===== config.mk =====
export PLATFORM = sky130hd
export DESIGN_NAME = jpeg_precision_probe
export DESIGN_NICKNAME = d
export VERILOG_FILES = /design/src/jpp_pkg.sv /design/src/jpeg_precision_probe.sv
export SDC_FILE = /design/constraint.sdc
export NUM_CORES = 1
export LEC_CHECK = 0
export BUFFER_PORTS_ARGS = -buffer_cell sky130_fd_sc_hd__buf_2
export CAP_MARGIN = 20
export CELL_PAD_IN_SITES_DETAIL_PLACEMENT = 1
export CELL_PAD_IN_SITES_GLOBAL_PLACEMENT = 1
export CORE_MARGIN = 3
export CORE_UTILIZATION = 48
export DETAILED_ROUTE_END_ITERATION = 12
export PLACE_DENSITY = 0.94
export SYNTH_ARGS = -nofsm -noshare
export SYNTH_HDL_FRONTEND = slang
export SYNTH_SLANG_ARGS = --single-unit
export TNS_END_PERCENT = 50

===== constraint.sdc =====
create_clock -name clk -period 4.8 [get_ports clk]
set_clock_uncertainty 0.2 [all_clocks]
set_input_delay 0.24 -clock clk [delete_from_list [all_inputs] [get_ports clk]]
set_output_delay 0.24 -clock clk [all_outputs]
set_load 0.02 [all_outputs]

===== src/jpp_pkg.sv =====
// ----------------------------------------------------------------------------
// jpp_pkg
// Shared types and constants for the JPEG precision probe and its checker.
// ----------------------------------------------------------------------------
package jpp_pkg;

    localparam int BYTE_W    = 8;
    localparam int OUTCOME_W = 2;
    localparam int PREC_W    = 4;
    localparam int LEN_W     = 16;
    localparam int M_DATA_W  = 8;

    // Result codes carried in the outcome field
    typedef enum logic [OUTCOME_W-1:0] {
        OUT_P8  = 2'd0,
        OUT_P12 = 2'd1,
        OUT_ERR = 2'd2
    } outcome_t;

    // Marker and value constants
    localparam logic [BYTE_W-1:0] MARK_PREFIX = 8'hFF;
    localparam logic [BYTE_W-1:0] MARK_SOI    = 8'hD8;
    localparam logic [BYTE_W-1:0] RST_MASK    = 8'hF8;
    localparam logic [BYTE_W-1:0] MARK_RST0   = 8'hD0;
    localparam logic [BYTE_W-1:0] MARK_EOI    = 8'hD9;
    localparam logic [BYTE_W-1:0] MARK_SOF0   = 8'hC0;
    localparam logic [BYTE_W-1:0] MARK_SOS    = 8'hDA;
    localparam logic [BYTE_W-1:0] PREC_8      = 8'd8;
    localparam logic [BYTE_W-1:0] PREC_12     = 8'd12;

    // Precision reported alongside each outcome code
    function automatic logic [PREC_W-1:0] precision_of(input outcome_t code);
        logic [PREC_W-1:0] p;
        unique case (code)
            OUT_P8:  p = PREC_W'(8);
            OUT_P12: p = PREC_W'(12);
            default: p = '0;
        endcase
        return p;
    endfunction

endpackage


===== src/jpeg_precision_probe.sv =====
// ----------------------------------------------------------------------------
// jpeg_precision_probe
// Byte-serial probe that reports the sample precision of a JPEG stream.
// ----------------------------------------------------------------------------
// Usage:
//   Slave stream: one buffer byte per word in s_tdata, s_tuser marks the
//   first byte of a buffer (restarts the parse), s_tlast marks the final one.
//   Master stream: at most one result word per buffer, carrying the outcome
//   code and the precision found (8, 12, or 0 on error).
//   Throughput: one byte per cycle while s_tready is high. Each accepted byte
//   updates the registered parse phase; a deciding byte places its result in
//   the output register (m_tvalid), or in the skid word if it is full and stalled.
//   Stall: the output register is backed by one skid word, so a byte is still
//   taken while a result waits; s_tready drops only when both are full.
//   Reset: the parser goes idle and ignores bytes until one flagged as first;
//   both output words are emptied.
//   After a result the parser is idle again until the next first byte.
// ----------------------------------------------------------------------------
module jpeg_precision_probe (
    input  logic       clk,
    input  logic       rst_n,
    input  logic       s_tvalid,
    output logic       s_tready,
    input  logic [7:0] s_tdata,   // [7:0] data_byte
    input  logic [0:0] s_tuser,   // [0] first_byte
    input  logic       s_tlast,   // last_byte
    output logic       m_tvalid,
    input  logic       m_tready,
    output logic [7:0] m_tdata    // [1:0] outcome, [5:2] precision_bits, [7:6] zero
);

    typedef enum logic [3:0] {
        PH_IDLE       = 4'd0,
        PH_SOI_HIGH   = 4'd1,
        PH_SOI_LOW    = 4'd2,
        PH_SCAN       = 4'd3,
        PH_MARKER     = 4'd4,
        PH_SEG_LEN_HI = 4'd5,
        PH_SEG_LEN_LO = 4'd6,
        PH_SKIP       = 4'd7,
        PH_SOF_LEN_HI = 4'd8,
        PH_SOF_LEN_LO = 4'd9,
        PH_SOF_PREC   = 4'd10
    } phase_t;

    localparam int PAD_W = jpp_pkg::M_DATA_W - jpp_pkg::OUTCOME_W - jpp_pkg::PREC_W;

    phase_t                        phase_reg, phase_next, phase_cur;
    logic [jpp_pkg::LEN_W-1:0]     skip_reg, skip_next;
    logic [jpp_pkg::BYTE_W-1:0]    len_hi_reg, len_hi_next;
    logic [jpp_pkg::BYTE_W-1:0]    len_lo_reg, len_lo_next;
    logic [jpp_pkg::LEN_W-1:0]     seg_len;

    logic                          accept;
    logic                          res_valid;
    logic                          live;
    jpp_pkg::outcome_t             res_code;

    logic                          out_valid_reg, skid_valid_reg;
    logic [jpp_pkg::M_DATA_W-1:0]  out_data_reg, skid_data_reg;
    logic [jpp_pkg::M_DATA_W-1:0]  res_word;
    logic                          pop, push;

    assign accept = s_tvalid && s_tready;

    // Parse one byte: next phase and any deciding result
    always_comb
    begin
        phase_cur   = s_tuser[0] ? PH_SOI_HIGH : phase_reg;
        phase_next  = phase_cur;
        skip_next   = skip_reg;
        len_hi_next = len_hi_reg;
        len_lo_next = len_lo_reg;
        res_valid   = 1'b0;
        res_code    = jpp_pkg::OUT_ERR;
        live        = 1'b1;
        seg_len     = {len_hi_reg, s_tdata};
        unique case (phase_cur)
            PH_IDLE:
            begin
                live = 1'b0;
            end
            PH_SOI_HIGH:
            begin
                if (s_tdata == jpp_pkg::MARK_PREFIX) phase_next = PH_SOI_LOW;
                else res_valid = 1'b1;
            end
            PH_SOI_LOW:
            begin
                if (s_tdata == jpp_pkg::MARK_SOI) phase_next = PH_SCAN;
                else res_valid = 1'b1;
            end
            PH_SCAN:
            begin
                if (s_tdata == jpp_pkg::MARK_PREFIX) phase_next = PH_MARKER;
            end
            PH_MARKER:
            begin
                // Stand-alone markers resume the scan; SOS is fatal
                if ((s_tdata & jpp_pkg::RST_MASK) == jpp_pkg::MARK_RST0
                    || s_tdata == jpp_pkg::MARK_EOI
                    || s_tdata <= jpp_pkg::BYTE_W'(1))
                    phase_next = PH_SCAN;
                else if (s_tdata == jpp_pkg::MARK_SOF0)
                    phase_next = PH_SOF_LEN_HI;
                else if (s_tdata == jpp_pkg::MARK_SOS)
                    res_valid = 1'b1;
                else
                    phase_next = PH_SEG_LEN_HI;
            end
            PH_SEG_LEN_HI:
            begin
                len_hi_next = s_tdata;
                phase_next  = PH_SEG_LEN_LO;
            end
            PH_SEG_LEN_LO:
            begin
                len_lo_next = s_tdata;
                if (seg_len <= jpp_pkg::LEN_W'(2))
                begin
                    phase_next = PH_SCAN;
                end
                else
                begin
                    skip_next  = seg_len - jpp_pkg::LEN_W'(2);
                    phase_next = PH_SKIP;
                end
            end
            PH_SKIP:
            begin
                // Count is never zero here: lengths above two only
                skip_next = skip_reg - jpp_pkg::LEN_W'(1);
                if (skip_reg == jpp_pkg::LEN_W'(1)) phase_next = PH_SCAN;
            end
            PH_SOF_LEN_HI:
            begin
                len_hi_next = s_tdata;
                phase_next  = PH_SOF_LEN_LO;
            end
            PH_SOF_LEN_LO:
            begin
                len_lo_next = s_tdata;
                phase_next  = PH_SOF_PREC;
            end
            PH_SOF_PREC:
            begin
                res_valid = 1'b1;
                if (!s_tlast && s_tdata == jpp_pkg::PREC_8) res_code = jpp_pkg::OUT_P8;
                else if (!s_tlast && s_tdata == jpp_pkg::PREC_12) res_code = jpp_pkg::OUT_P12;
            end
            default:
            begin
                live       = 1'b0;
                phase_next = PH_IDLE;
            end
        endcase
        // End of buffer without a decision
        if (live && s_tlast) res_valid = 1'b1;
        if (res_valid) phase_next = PH_IDLE;
    end

    assign res_word = {{PAD_W{1'b0}}, jpp_pkg::precision_of(res_code), res_code};

    // Hold parser state
    always_ff @(posedge clk or negedge rst_n)
    begin
        if (!rst_n)
        begin
            phase_reg  <= PH_IDLE;
            skip_reg   <= '0;
            len_hi_reg <= '0;
            len_lo_reg <= '0;
        end
        else if (accept)
        begin
            phase_reg  <= phase_next;
            skip_reg   <= skip_next;
            len_hi_reg <= len_hi_next;
            len_lo_reg <= len_lo_next;
        end
    end

    assign pop  = out_valid_reg && m_tready;
    assign push = accept && res_valid;

    // Output word and skid word: refill from skid first, else from the parser
    always_ff @(posedge clk or negedge rst_n)
    begin
        if (!rst_n)
        begin
            out_valid_reg  <= 1'b0;
            skid_valid_reg <= 1'b0;
        end
        else if (skid_valid_reg)
        begin
            if (pop)
            begin
                skid_valid_reg <= 1'b0;
            end
        end
        else if (push)
        begin
            if (pop || !out_valid_reg) out_valid_reg <= 1'b1;
            else skid_valid_reg <= 1'b1;
        end
        else if (pop)
        begin
            out_valid_reg <= 1'b0;
        end
    end

    // Output payload, no reset needed
    always_ff @(posedge clk)
    begin
        if (skid_valid_reg)
        begin
            if (pop) out_data_reg <= skid_data_reg;
        end
        else if (push)
        begin
            if (pop || !out_valid_reg) out_data_reg <= res_word;
            else skid_data_reg <= res_word;
        end
    end

    assign s_tready = !skid_valid_reg;
    assign m_tvalid = out_valid_reg;
    assign m_tdata  = out_data_reg;

endmodule


==> run metrics, run 1 <==
XOR/XNOR share of the synthesized area 0.03704; Static Leak 0.001137 uW; Worst-Margin Slew 748.6 ps; Nets 333; most frequent cells in the layout nand2_1 (34), dfrtp_1 (30), o21ai_0 (29), nor2_1 (22), buf_2 (19); HPWL Detailed 5190 um; Wirelength per Cell 18.65 um; die footprint 6339 um^2; Post-Synth Adder-Cell Area 0.01443; largest net degree at the start of global routing 31; DR vias 2449; initial core utilization 0.5029; # IOs 24; slew margin rel. 0.4971; Post-Syn Area 2601 um^2; die height 79.62 um; Synth area leader dfrtp_1; grt ovf 0; crit path time final 2560 ps; critical path arrival 2330 ps; Clk pin slew, worst setup/hold paths 80 ps; Rows 26; clock latency on the worst-skew pair 300 ps; top cells by area, synth dfrtp_1 (29%), edfxtp_1 (9.2%), o21ai_0 (5.6%); Detail Route Antenna Nets 0; post-cts resize count 0; fillcell total 632; number of synthesized flops with an enable pin 8; max reg flops 16; max-slew violation count 0; vias in the first global route 2507; status complete, no violations; PnR Total Power 658.5 uW; area grow syn2layout 7.600%; Finished Cell Area 2799 um^2; gr usage total 0.2520; CTS tree done; Routed WL 7216 um; largest family of logic cells by synthesized area simple AND/OR/NAND/NOR gates; initial antenna violation count 0; Sink Count 38; core box area 5172 um^2; PD cells 235.3 nW/um^2; Synth Area per Inst 8.446 um^2; CP required 4570 ps; peak supply drop 0.0001514 V; DP Area 2665 um^2; crit end category flip-flop; antenna cells 0; Hold WC Path Type in -> reg; gpl congestion 0.9119; post-CTS setup buffer count 0; hold buffers post-CTS 1; CP Max Fanout 16; post-layout util 0.5411; floorplan die width 79.62 um; Seq cells post-synth 38; global-route wire length before repair 12470 um; final hold viol count 0; # setup viols final 0; YS warnings 0; post-synth top area share 0.2886; FMAX 0.3906 GHz; Port Buffers 19; Worst Setup Path Type reg -> reg; Simple-Gate Fraction of Synth Area 0.2516; fraction of layout cells with a size suffix above 1 0.1136; Synth cell types 57; First DRT Iteration DRCs 151; compound-gate portion of the synthesized area 0.2174; commonest non-fill, non-tap cell in the layout nand2_1; Final Cycle Share 0.5333; htree depth 2; asr flop ratio synth 0.7895; Detailed Routing Iterations Pass 1 4; Gate Count Post-Synth 308; Vias per Instance 6.328; total negative setup slack 0 ps; RSZ-0062 raised after global routing false; Post-synth top flop dfrtp_1; Residual DRC 0; post-synthesis mux area share 0.02549; startpoint class of the critical path flip-flop; post-synthesis sequential area ratio 0.3810; clk buf depth 2; Max Cap Viol 0; Inserted Clock Buffers 5; root buffer cell clkbuf_8
kinds of logic after synthesis:
logic type      Yosys count
xor+xnor                 11
other cells               1
fa+ha+maj                 3
flops                    38
simple gates            124
buf+inv                  37
mux                       6
compound gates           88
worst paths after layout:
kind | slack (ps) | start | end | cells after the start
worst max-delay path | 2240 | phase_reg[0] | m_tdata[0] | 6
worst min-delay path | 30 | s_tdata[7] | len_hi_reg[7] | 2
worst max register to register | 2240 | phase_reg[0] | m_tdata[0] | 6
worst min register to register | 320 | skip_reg[5] | skip_reg[5] | 1
max in group asynchronous | 3610 | rst_n | skip_reg[0] | 2
min in group asynchronous | 320 | rst_n | skip_reg[10] | 2
per-layer routing:
metal	track usage	part of all wire
met1	0.3298	0.45
met2	0.4107	0.48
met3	0.04402	0.048
met4	0.1031	0.024
met5	0	0
power breakdown:
| group | internal, uW | leakage (uW) | total (uW) | switching (uW) |
|---|---|---|---|---|
| clock network | 155 | 0.0000504 | 284 | 130 |
| logic | 14.0 | 0.000626 | 46.2 | 32.2 |
| registers | 328 | 0.000460 | 328 | 0.0522 |
| total | 497 | 0.00114 | 659 | 162 |
Yosys cell counts, drive strengths merged, types with 2 or more instances:
master / n
nand2: 35
o21ai: 31
dfrtp: 30
nor2: 22
a21oi: 18
nor3: 15
clkbuf: 14
inv: 13
buf: 10
nand2b: 9
edfxtp: 8
nor4: 8
o22ai: 7
xor2: 7
mux2: 5
nand3: 5
or4: 5
a22oi: 4
a32o: 4
nand3b: 4
nor2b: 4
xnor2: 4
a22o: 3
ha: 3
nand4: 3
nor3b: 3
nor4b: 3
o211ai: 3
or3: 3
a2111oi: 2
and3: 2
o31ai: 2
o32ai: 2
critical path, stage by stage, from the launching register on:
cell      delay (ps)
dfrtp_1          560
nor2_1           290
nand3_1          110
o221ai_1         320
nor2_1           140
or2_1            270
a21oi_1          340
cell type report:
cell class | count | area (um^2) | area share
multi-input combinational | 236 | 1435 | 0.5127
sequential | 38 | 991.0 | 0.3540
timing repair buffer | 22 | 122.6 | 0.04381
tap | 70 | 87.58 | 0.03129
clock buffer | 5 | 68.82 | 0.02459
inverter | 13 | 48.80 | 0.01743
clock inverter | 3 | 45.04 | 0.01609
metrics by stage:
stage	instances	worst slack (ps)	hold slack (ps)
after floorplan	311	2506	-255.6
after global placement	377	2305	141.1
after detailed placement	377	2247	139.7
after CTS	386	2252	1.752
after global routing	387	2014	26.09
final	387	2240	25.13
No activity file was read; power rests on OpenSTA's default activity.
==> run 2, diff against run 1 <==
--- a/config.mk
+++ b/config.mk
@@ -10,9 +10,9 @@
 export CELL_PAD_IN_SITES_DETAIL_PLACEMENT = 1
 export CELL_PAD_IN_SITES_GLOBAL_PLACEMENT = 1
 export CORE_MARGIN = 3
-export CORE_UTILIZATION = 48
+export CORE_UTILIZATION = 41
 export DETAILED_ROUTE_END_ITERATION = 12
-export PLACE_DENSITY = 0.94
+export PLACE_DENSITY = 0.87
 export SYNTH_ARGS = -nofsm -noshare
 export SYNTH_HDL_FRONTEND = slang
 export SYNTH_SLANG_ARGS = --single-unit
==> constraint.sdc (replaced) <==
create_clock -name clk -period 2.2 [get_ports clk]
set_clock_uncertainty 0.2 [all_clocks]
set_input_delay 0.11 -clock clk [delete_from_list [all_inputs] [get_ports clk]]
set_output_delay 0.11 -clock clk [all_outputs]
set_load 0.02 [all_outputs]
==> run metrics, run 2 (synthesis results as in run 1) <==
crit end category flip-flop; internal power 993.0 uW (+100%); gpl congestion 0.9072 (-0.52%); Port Buffers 19 (unchanged); RSZ-0062 raised after global routing true; crit path cell chain or4_4, nor4b_4, nand2_2, o21a_4, a21oi_1, a21oi_1; Crit path largest cell delay 540 ps (-20 ps); Residual DRC 0 (unchanged); max reg flops 16 (unchanged); DR vias 2754 (+12%); status finished with violations; CP required 2180 ps (-2390 ps); Rows 28 (+7.7%); peak supply drop 0.0003210 V (+110%); First DRT Iteration DRCs 198 (+31%); gr usage total 0.2428 (-0.009251); most frequent cells in the layout buf_4 (54), nand2_1 (34), dfrtp_1 (28), o21ai_0 (26), nor2_1 (20); Vias per Instance 6.134 (-3.1%); vias in the first global route 2753 (+9.8%); Worst Setup Path Type reg -> reg; delay-heaviest family, CP simple AND/OR/NAND/NOR gates; crit path time final 2262 ps (-298.0 ps); largest net degree at the start of global routing 31 (unchanged); antenna cells 0 (unchanged); failing checks negative setup slack; die footprint 7336 um^2 (+16%); Detail Route Antenna Nets 0 (unchanged); initial core utilization 0.4317 (-0.07122); grt ovf 0 (unchanged); FF/Latch Area 993.5 um^2 (+0.25%); sw frac 0.2586 (+0.01281); slew margin rel. 0.5069 (+0.009838); net switching power 346.3 uW (+110%); Routed WL 9009 um (+25%); FMAX 0.4421 GHz (+13%); Static Leak 0.001416 uW (+25%); Inserted Clock Buffers 5 (unchanged); CP max-delay cell or4_4; CP Max Fanout 26 (+10); Hold WC Path Type in -> reg; critical path arrival 2240 ps (-90 ps); Sink Count 38 (unchanged); multi-input logic area 1500 um^2 (+4.5%); Hold WS 23.17 ps (-1.960 ps); die height 85.65 um (+7.6%); setup ws final -62.02 ps (-2302 ps); fraction of layout cells with a size suffix above 1 0.2807 (+0.1672); CTS tree done; Worst-Margin Slew 739.6 ps (-8.997 ps); final hold viol count 0 (unchanged); htree depth 2 (unchanged); clk buf depth 2 (unchanged); Wirelength per Cell 20.06 um (+7.6%); # setup viols final 17 (+17); Comb pwr share 0.107 (+0.037); fillcell total 713 (+13%); core box area 6026 um^2 (+16%); commonest non-fill, non-tap cell in the layout buf_4; Final Cycle Share 1.028 (+0.4949); clock power share 0.359 (-0.073); Clk pin slew, worst setup/hold paths 80 ps (about the same); total negative setup slack -468.3 ps (-468.3 ps); floorplan die width 85.65 um (+7.6%); max-slew violation count 0 (unchanged); initial antenna violation count 0 (unchanged); area grow syn2layout 26.12%; Critical path buffers and inverters 0 (unchanged); clock latency on the worst-skew pair 300 ps (about the same); most used cell along the critical path a21oi_1; Flop pwr share 0.535 (+0.037); Nets 390 (+17%); PD cells 408.2 nW/um^2 (+74%); HPWL Detailed 5966 um (+15%); Max Cap Viol 0 (unchanged); Detailed Routing Iterations Pass 1 4 (unchanged); # IOs 24 (unchanged); global-route wire length before repair 13920 um (+12%); startpoint class of the critical path flip-flop; root buffer cell clkbuf_8
[run 2: cell types whose count changed in the layout (fill, tap and decap cells not counted), sizes merged]
cell,before,now
clkinvlp,2,0
dlygate4sd3,2,5
clkbuf,5,6
clkinv,0,2
bufinv,1,0
buf,20,74
[run 2: layout make-up]
type                            instances  area share
Clock buffer                            6     0.02212
Clock inverter                          2    0.003051
Inverter                               13     0.01487
Multi-Input combinational cell        236      0.4573
Sequential cell                        38      0.3028
Tap cell                               75     0.02860
Timing Repair Buffer                   79      0.1712
[run 2: metal layers]
layer	GRT usage	share of wire
met5	0	0
met2	0.4287	0.51
met3	0.02978	0.044
met4	0.07914	0.031
met1	0.3072	0.42
[run 2: worst paths after layout]
check,start,to,slack (ps),cells after the start
max,len_hi_reg[3],skip_reg[12],-60,6
min,s_tdata[5],len_hi_reg[5],20,3
max reg2reg,len_hi_reg[3],skip_reg[12],-60,6
min reg2reg,skip_reg[11],skip_reg[11],310,1
max in group asynchronous,rst_n,phase_reg[3],1080,2
min in group asynchronous,rst_n,m_tvalid,210,2
[run 2: repair_timing]
item                                    4_1_cts  5_1_grt
pin swaps                                     2        5
hold buffers                                  5        0
hold endpoints to repair                     34        0
endpoints found under the setup margin       18       32
resized for setup                             6       14
buffers inserted                              3        4
[run 2: worst min-delay path, stage by stage]
cell	delay [ps]
buf_2	120
buf_4	120
mux2_2	130
[run 2: metrics by stage]
step / cell area, um^2 / cells / util / power [uW] / setup WS (ps)
finish: 3281 / 449 / 0.5444 / 1339 / -62.02
global route: 3281 / 449 / 0.5444 / 1386 / -170.5
CTS: 3203 / 445 / 0.5316 / 1344 / -43.73
detailed placement: 3028 / 429 / 0.5025 / 854.3 / -89.21
global placement: 3028 / 429 / 0.5025 / 851.4 / -14.06
floorplan: 2618 / 311 / - / 789.8 / -3.393
[run 2: power by group through the flow]
stage / clock [uW] / sequential [uW] / combinational [uW]
floorplan: 0 / 730 / 59.5
global placement: 0 / 730 / 121
detailed placement: 0 / 730 / 124
CTS: 492 / 716 / 136
global route: 517 / 716 / 154
finish: 480 / 716 / 143
